### src/rtl/spq_pkg.sv
// Shared types, sizes and codes for the sorted priority queue.
`default_nettype none
package spq_pkg;

   localparam int DEPTH      = 16;
   localparam int VALUE_BITS = 32;
   localparam int COUNT_BITS = $clog2(DEPTH + 1);

   typedef logic signed [VALUE_BITS-1:0] value_type;
   typedef logic [COUNT_BITS-1:0]        count_type;

   // request actions
   localparam logic [1:0] ACT_PUSH   = 2'd0;
   localparam logic [1:0] ACT_POP    = 2'd1;
   localparam logic [1:0] ACT_REMOVE = 2'd2;
   localparam logic [1:0] ACT_PEEK   = 2'd3;

   // response status
   localparam logic [1:0] STATUS_OK    = 2'd0;
   localparam logic [1:0] STATUS_EMPTY = 2'd1;
   localparam logic [1:0] STATUS_FULL  = 2'd2;

   // cell operations
   localparam logic [1:0] CELL_HOLD   = 2'd0;
   localparam logic [1:0] CELL_INSERT = 2'd1;
   localparam logic [1:0] CELL_DELETE = 2'd2;

   typedef struct packed {
      logic [1:0] op;
      value_type  key;
   } cell_ctl_type;

endpackage
`default_nettype wire

### src/rtl/spq_cell.sv
// One storage cell of the sorted row: compares against the key and shifts with its neighbours.
`default_nettype none
module spq_cell (
   input  logic                 clock,
   input  spq_pkg::cell_ctl_type ctl,
   input  logic                 occupied,
   input  spq_pkg::value_type   left_value,
   input  spq_pkg::value_type   right_value,
   input  logic                 left_le,
   output logic                 le,
   input  logic                 seen_in,
   output logic                 seen_out,
   output spq_pkg::value_type   value
);
   import spq_pkg::*;

   value_type value_ff, value_in;

   assign le       = occupied && (value_ff <= ctl.key);
   assign seen_out = seen_in || (occupied && (value_ff == ctl.key));
   assign value    = value_ff;

   always_comb begin
      value_in = value_ff;
      case (ctl.op)
         CELL_INSERT: begin
            // keep entries not above the key, take the key at the boundary, shift the rest right
            if (le) begin
               value_in = value_ff;
            end else if (left_le) begin
               value_in = ctl.key;
            end else begin
               value_in = left_value;
            end
         end
         CELL_DELETE: begin
            if (seen_out) begin
               value_in = right_value;
            end
         end
         default: value_in = value_ff;
      endcase
   end

   always_ff @(posedge clock) begin
      value_ff <= value_in;
   end

endmodule
`default_nettype wire

### src/rtl/sorted_priority_queue.sv
// Sorted priority queue: a row of compare-and-shift cells with a small sequencer.
// Push, pop, peek, and remove on an empty queue: the accepted request moves the sequencer from idle
// to the report state, which loads the output register and returns to idle. Remove otherwise passes
// through the remove state, one gap closed per cycle, then a step that finds none left, then report.
// A result not yet taken holds the sequencer; the output register keeps it while the next is taken.
// Reset empties the queue (count zero) and drops any pending result; stored values are not cleared.
`default_nettype none
module sorted_priority_queue (
   input  logic                        clock,
   input  logic                        reset,
   input  logic                        req_valid,
   output logic                        req_ready,
   input  logic [1:0]                  req_action,
   input  logic signed [31:0]          req_value,
   output logic                        rsp_valid,
   input  logic                        rsp_ready,
   output logic signed [31:0]          rsp_front_value,
   output logic                        rsp_is_empty,
   output logic [4:0]                  rsp_fill_count,
   output logic [4:0]                  rsp_removed_count,
   output logic [1:0]                  rsp_status
);
   import spq_pkg::*;

   localparam logic [1:0] ST_IDLE   = 2'd0;
   localparam logic [1:0] ST_REMOVE = 2'd1;
   localparam logic [1:0] ST_REPORT = 2'd2;

   logic [1:0]   state_ff, state_in;
   count_type    count_ff, count_in;
   count_type    removed_ff, removed_in;
   logic [1:0]   status_ff, status_in;
   value_type    key_ff, key_in;

   logic         rsp_valid_ff, rsp_valid_in;
   value_type    front_ff, front_in;
   logic         empty_ff, empty_in;
   count_type    fill_ff, fill_in;
   count_type    rem_ff, rem_in;
   logic [1:0]   stat_ff, stat_in;

   cell_ctl_type ctl;
   logic         pop_seed;
   logic         accept;
   logic         out_free;
   logic         full;
   logic         match;

   value_type    cell_value [DEPTH];
   logic [DEPTH-1:0] occupied;
   logic [DEPTH-1:0] le;
   logic [DEPTH-1:0] seen;

   assign accept    = req_valid && req_ready;
   assign req_ready = (state_ff == ST_IDLE);
   assign out_free  = !rsp_valid_ff || rsp_ready;
   assign full      = (count_ff == count_type'(DEPTH));
   assign match     = seen[DEPTH-1];

   genvar g;
   generate
      for (g = 0; g < DEPTH; g++) begin : g_cell
         value_type left_v, right_v;
         logic      left_le_v, seen_in_v;

         assign occupied[g] = (count_type'(g) < count_ff);

         if (g == 0) begin : g_first
            assign left_v    = ctl.key;
            assign left_le_v = 1'b1;
            assign seen_in_v = pop_seed;
         end else begin : g_inner
            assign left_v    = cell_value[g-1];
            assign left_le_v = le[g-1];
            assign seen_in_v = seen[g-1];
         end

         if (g == DEPTH - 1) begin : g_last
            assign right_v = cell_value[g];
         end else begin : g_mid
            assign right_v = cell_value[g+1];
         end

         spq_cell u_cell (
            .clock       (clock),
            .ctl         (ctl),
            .occupied    (occupied[g]),
            .left_value  (left_v),
            .right_value (right_v),
            .left_le     (left_le_v),
            .le          (le[g]),
            .seen_in     (seen_in_v),
            .seen_out    (seen[g]),
            .value       (cell_value[g])
         );
      end
   endgenerate

   always_comb begin
      state_in   = state_ff;
      count_in   = count_ff;
      removed_in = removed_ff;
      status_in  = status_ff;
      key_in     = key_ff;
      ctl.op     = CELL_HOLD;
      ctl.key    = key_ff;
      pop_seed   = 1'b0;

      rsp_valid_in = rsp_valid_ff && !rsp_ready;
      front_in     = front_ff;
      empty_in     = empty_ff;
      fill_in      = fill_ff;
      rem_in       = rem_ff;
      stat_in      = stat_ff;

      case (state_ff)
         ST_IDLE: begin
            if (accept) begin
               ctl.key    = req_value;
               key_in     = req_value;
               removed_in = '0;
               status_in  = STATUS_OK;
               state_in   = ST_REPORT;
               case (req_action)
                  ACT_PUSH: begin
                     if (full) begin
                        status_in = STATUS_FULL;
                     end else begin
                        ctl.op   = CELL_INSERT;
                        count_in = count_ff + count_type'(1);
                     end
                  end
                  ACT_POP: begin
                     if (count_ff == '0) begin
                        status_in = STATUS_EMPTY;
                     end else begin
                        // seed the delete chain so the whole row shifts down by one
                        ctl.op     = CELL_DELETE;
                        pop_seed   = 1'b1;
                        count_in   = count_ff - count_type'(1);
                        removed_in = count_type'(1);
                     end
                  end
                  ACT_REMOVE: begin
                     if (count_ff == '0) begin
                        status_in = STATUS_EMPTY;
                     end else begin
                        state_in = ST_REMOVE;
                     end
                  end
                  default: ;
               endcase
            end
         end
         ST_REMOVE: begin
            // drop one matching entry per beat until none is left
            ctl.op = CELL_DELETE;
            if (match) begin
               count_in   = count_ff - count_type'(1);
               removed_in = removed_ff + count_type'(1);
            end else begin
               state_in = ST_REPORT;
            end
         end
         ST_REPORT: begin
            if (out_free) begin
               rsp_valid_in = 1'b1;
               front_in     = (count_ff == '0) ? value_type'(-1) : cell_value[0];
               empty_in     = (count_ff == '0);
               fill_in      = count_ff;
               rem_in       = removed_ff;
               stat_in      = status_ff;
               state_in     = ST_IDLE;
            end
         end
         default: state_in = ST_IDLE;
      endcase
   end

   always_ff @(posedge clock) begin
      if (reset) begin
         state_ff     <= ST_IDLE;
         count_ff     <= '0;
         rsp_valid_ff <= 1'b0;
      end else begin
         state_ff     <= state_in;
         count_ff     <= count_in;
         rsp_valid_ff <= rsp_valid_in;
      end
   end

   always_ff @(posedge clock) begin
      removed_ff <= removed_in;
      status_ff  <= status_in;
      key_ff     <= key_in;
      front_ff   <= front_in;
      empty_ff   <= empty_in;
      fill_ff    <= fill_in;
      rem_ff     <= rem_in;
      stat_ff    <= stat_in;
   end

   assign rsp_valid         = rsp_valid_ff;
   assign rsp_front_value   = front_ff;
   assign rsp_is_empty      = empty_ff;
   assign rsp_fill_count    = fill_ff;
   assign rsp_removed_count = rem_ff;
   assign rsp_status        = stat_ff;

   a_count_bound: assert property (@(posedge clock) disable iff (reset)
      count_ff <= count_type'(DEPTH))
      else $error("fill count beyond depth");

   a_push_grows: assert property (@(posedge clock) disable iff (reset)
      (accept && req_action == ACT_PUSH && !full) |=> count_ff == $past(count_ff) + count_type'(1))
      else $error("push did not grow the queue");

   a_remove_step: assert property (@(posedge clock) disable iff (reset)
      (state_ff == ST_REMOVE && match) |=>
         (count_ff == $past(count_ff) - count_type'(1) && state_ff == ST_REMOVE))
      else $error("remove step did not drop one entry");

   a_empty_flag: assert property (@(posedge clock) disable iff (reset)
      rsp_valid_ff |-> (empty_ff == (fill_ff == '0)))
      else $error("empty flag disagrees with fill count");

   a_report_after_remove: assert property (@(posedge clock) disable iff (reset)
      (state_ff == ST_REMOVE && !match) |=> state_ff == ST_REPORT)
      else $error("remove did not finish");

endmodule
`default_nettype wire

### config.mk
export PLATFORM = sky130hd
export DESIGN_NAME = sorted_priority_queue
export DESIGN_NICKNAME = d
export VERILOG_FILES = /design/src/rtl/spq_pkg.sv /design/src/rtl/spq_cell.sv /design/src/rtl/sorted_priority_queue.sv
export SDC_FILE = /design/constraint.sdc
export NUM_CORES = 2
export LEC_CHECK = 0
export BUFFER_PORTS_ARGS = -buffer_cell sky130_fd_sc_hd__buf_2
export CORE_ASPECT_RATIO = 1.5
export CORE_MARGIN = 3
export CORE_UTILIZATION = 30
export DETAILED_ROUTE_END_ITERATION = 7
export PLACE_DENSITY_LB_ADDON = 0.3
export SETUP_SLACK_MARGIN = 0.4
export SYNTH_ARGS = -nofsm -noshare
export SYNTH_HDL_FRONTEND = slang
export SYNTH_HIERARCHICAL = 1
export SYNTH_SLANG_ARGS = --single-unit
### constraint.sdc
create_clock -name clock -period 8.8 [get_ports clock]
set_input_delay 0.44 -clock clock [delete_from_list [all_inputs] [get_ports clock]]
set_output_delay 0.44 -clock clock [all_outputs]
set_load 0.03 [all_outputs]
==> results.toml <==
[run_status]
status = "finished clean"

[finish]
syn_to_final_growth_pct = 12.4
finish.instance_area_mm2 = 0.0501
fin_nets = 5105
post_route_cells_drive_above_1_share = 0.0916

[place]
detailedPlacementHpwl_mm = 118
port-buffer-count = 84
placedInstanceArea_mm2 = 0.0478
placement.setup.worst_slack_ns = 1.22
routabilityCongestion = 0.877

[cts]
clock_sinks = 604
cts.repair.resized = 0
cts_tree = "built"
clk_latency_ns = 0.68
cts_hold_repair.buffers = 28
clk_transition_reported_paths_ns = 0.06
cts_buffer_depth = 3
cts_buffer_count = 61
cts_setup_buffers = 0
clock_tree.root_cell = "clkbuf_16"
ctsHtreeMaxLevel = 2

[floorplan]
die_area_mm2 = 0.153
top_level_ports = 85
start_util = 0.303
die_width_um = 321
die_h_um = 478
placeableCoreArea_mm2 = 0.147
floorplan.rows = 172

[sta]
grt_setup_unrepaired = "no"
postLayoutSetupSlackWorst_ns = 1.21
final_min_period_over_clock_period = 0.863
setup_viol_count_final = 0
max-slew-margin-rel = 0.243
max_slew.worst_pin.slew_ns = 1.14
summed_negative_setup_slack_over_all_endpoints_ns = 0
hold_viol_final = 0
clock_skew_ns = 0.0310
max_clock_freq_mhz = 132
min_period_ns = 7.59
fin_hold_ws_ns = 0.0508
report.final.slew_viol_count = 0

[routing]
route.detailed.drc = 0
overall_routed_net_length_mm = 151
detailedRoute.firstIterationViolations = 2242
detailroute.via_count = 34500
antenna_violating_nets_post_route = 0
drt_pass1_iterations = 7
route.detailed.vias_per_inst = 5.30
detail_route.wl_per_cell_um = 23.2

[power_and_ir_drop]
ir_drop_v = 0.000155
sw_ratio = 0.335
p_total_mw = 8.99
cellLeakagePower_nw = 19.1
p_seq_frac = 0.422
pwr-share-comb = 0.264
clockPowerShare = 0.314
internal-power_mw = 5.98
p_per_area_mw_per_mm2 = 179
net_sw_power_mw = 3.01

[synth]
syn_inst = 4459
synth_area_mm2 = 0.0446
post_syn_nets = 5018
synthesis_warning_total = 6
mean_area_per_synthesized_cell_um2 = 10.0

[worst_setup_path]
crit_fanout = 39
critical_path_required_ns = 9.36
critPathMostFrequentCell = "nand2b_1"
setup.worst_path.class = "flop to flop"
crit_slowest_cell = "and2_2"
worst-r2r-cell-count = 29
arrival_ns = 8.15
worst_path_largest_cell_delay_ns = 0.75
worst_setup_path_start_kind = "flop"
setup_slack_on_the_worst_flop_to_flop_path_ns = 1.21
endpoint_class_of_the_critical_path = "flop"

[hold_path]
hold_depth = 1
min-delay-path-class = "primary input to flop"

[global_routing]
grt_pass1_wl_mm = 223
globalRoute.totalOverflow = 0
largest_net_degree_at_the_start_of_global_routing = 66
grtUsageTotal = 0.191
antenna_violations_before_repair = 3
first_global_vias = 35100

[job]
timing.max_cap.violations = 0
-- through the flow --
step	instances	utilization
finish	6512	0.341
global route	6512	0.341
floorplan	4459	-
CTS	6511	0.341
detailed placement	6369	0.325
global placement	6369	0.325
-- metal layers --
metal / GRT usage / wire length [µm]
met1: 0.202 / 55600
met2: 0.352 / 77500
met3: 0.0176 / 4970
met4: 0.139 / 12700
met5: 0 / 27
-- final cells by class --
cell class	instances	area [µm²]
sequential	604	18100
timing repair buffer	213	1470
multi-input combinational	3130	24100
tap	1914	2390
fill	14900	96800
clock buffer	76	1640
antenna	1	2.50
inverter	536	2010
clock inverter	38	429
-- power groups by stage --
stage | Sequential (mW) | Clock (mW) | Combinational, mW
after global routing | 3.81 | 2.99 | 2.63
after detailed placement | 3.86 | 0 | 2.35
after global placement | 3.86 | 0 | 2.28
after CTS | 3.79 | 2.90 | 2.37
final | 3.80 | 2.82 | 2.38
after floorplan | 3.74 | 0 | 1.57
-- critical path, delay by kind of cell (launching register included) --
family / cells / cell delay (ns)
and+or+nand+nor: 22 / 5.12
muxes: 3 / 1.10
DFF: 1 / 0.41
AOI/OAI and AO/OA: 2 / 0.36
adders and majority gates: 1 / 0.33
buffers and inverters: 1 / 0.10
-- final timing paths --
check,from,end
worst max-delay path,state_ff[1],count_ff[4]
worst min-delay path,req_value[27],key_ff[27]
worst max register to register,state_ff[1],count_ff[4]
worst min register to register,status_ff[0],rsp_status[0]
-- placed cells by master, fill, tap and decap left out, types with 17 or more instances in the layout --
master,n
ha_1,521
nand2_1,599
nand4_1,81
mux2i_1,516
edfxtp_1,596
a21oi_1,182
a21o_1,51
a221o_1,32
clkbuf_16,62
nand2b_1,53
mux2_1,28
dlygate4sd3_1,28
inv_1,536
nand3_1,84
o21ai_0,533
buf_4,100
o211ai_1,34
and4_1,33
nor2_1,44
nor2b_1,34
nor2b_4,17
buf_2,84
o31ai_4,32
-- flip-flops by register name, indices dropped and copies added (netlist names) --
name	flops
rsp_status	2
status_ff	2
state_ff	2
removed_ff	5
rsp_valid	1
rsp_fill_count	5
rsp_removed_count	5
count_ff	5
key_ff	32
rsp_is_empty	1
rsp_front_value	32
g_cell.u_cell/value	512
Power figures use the tool's default switching activity.
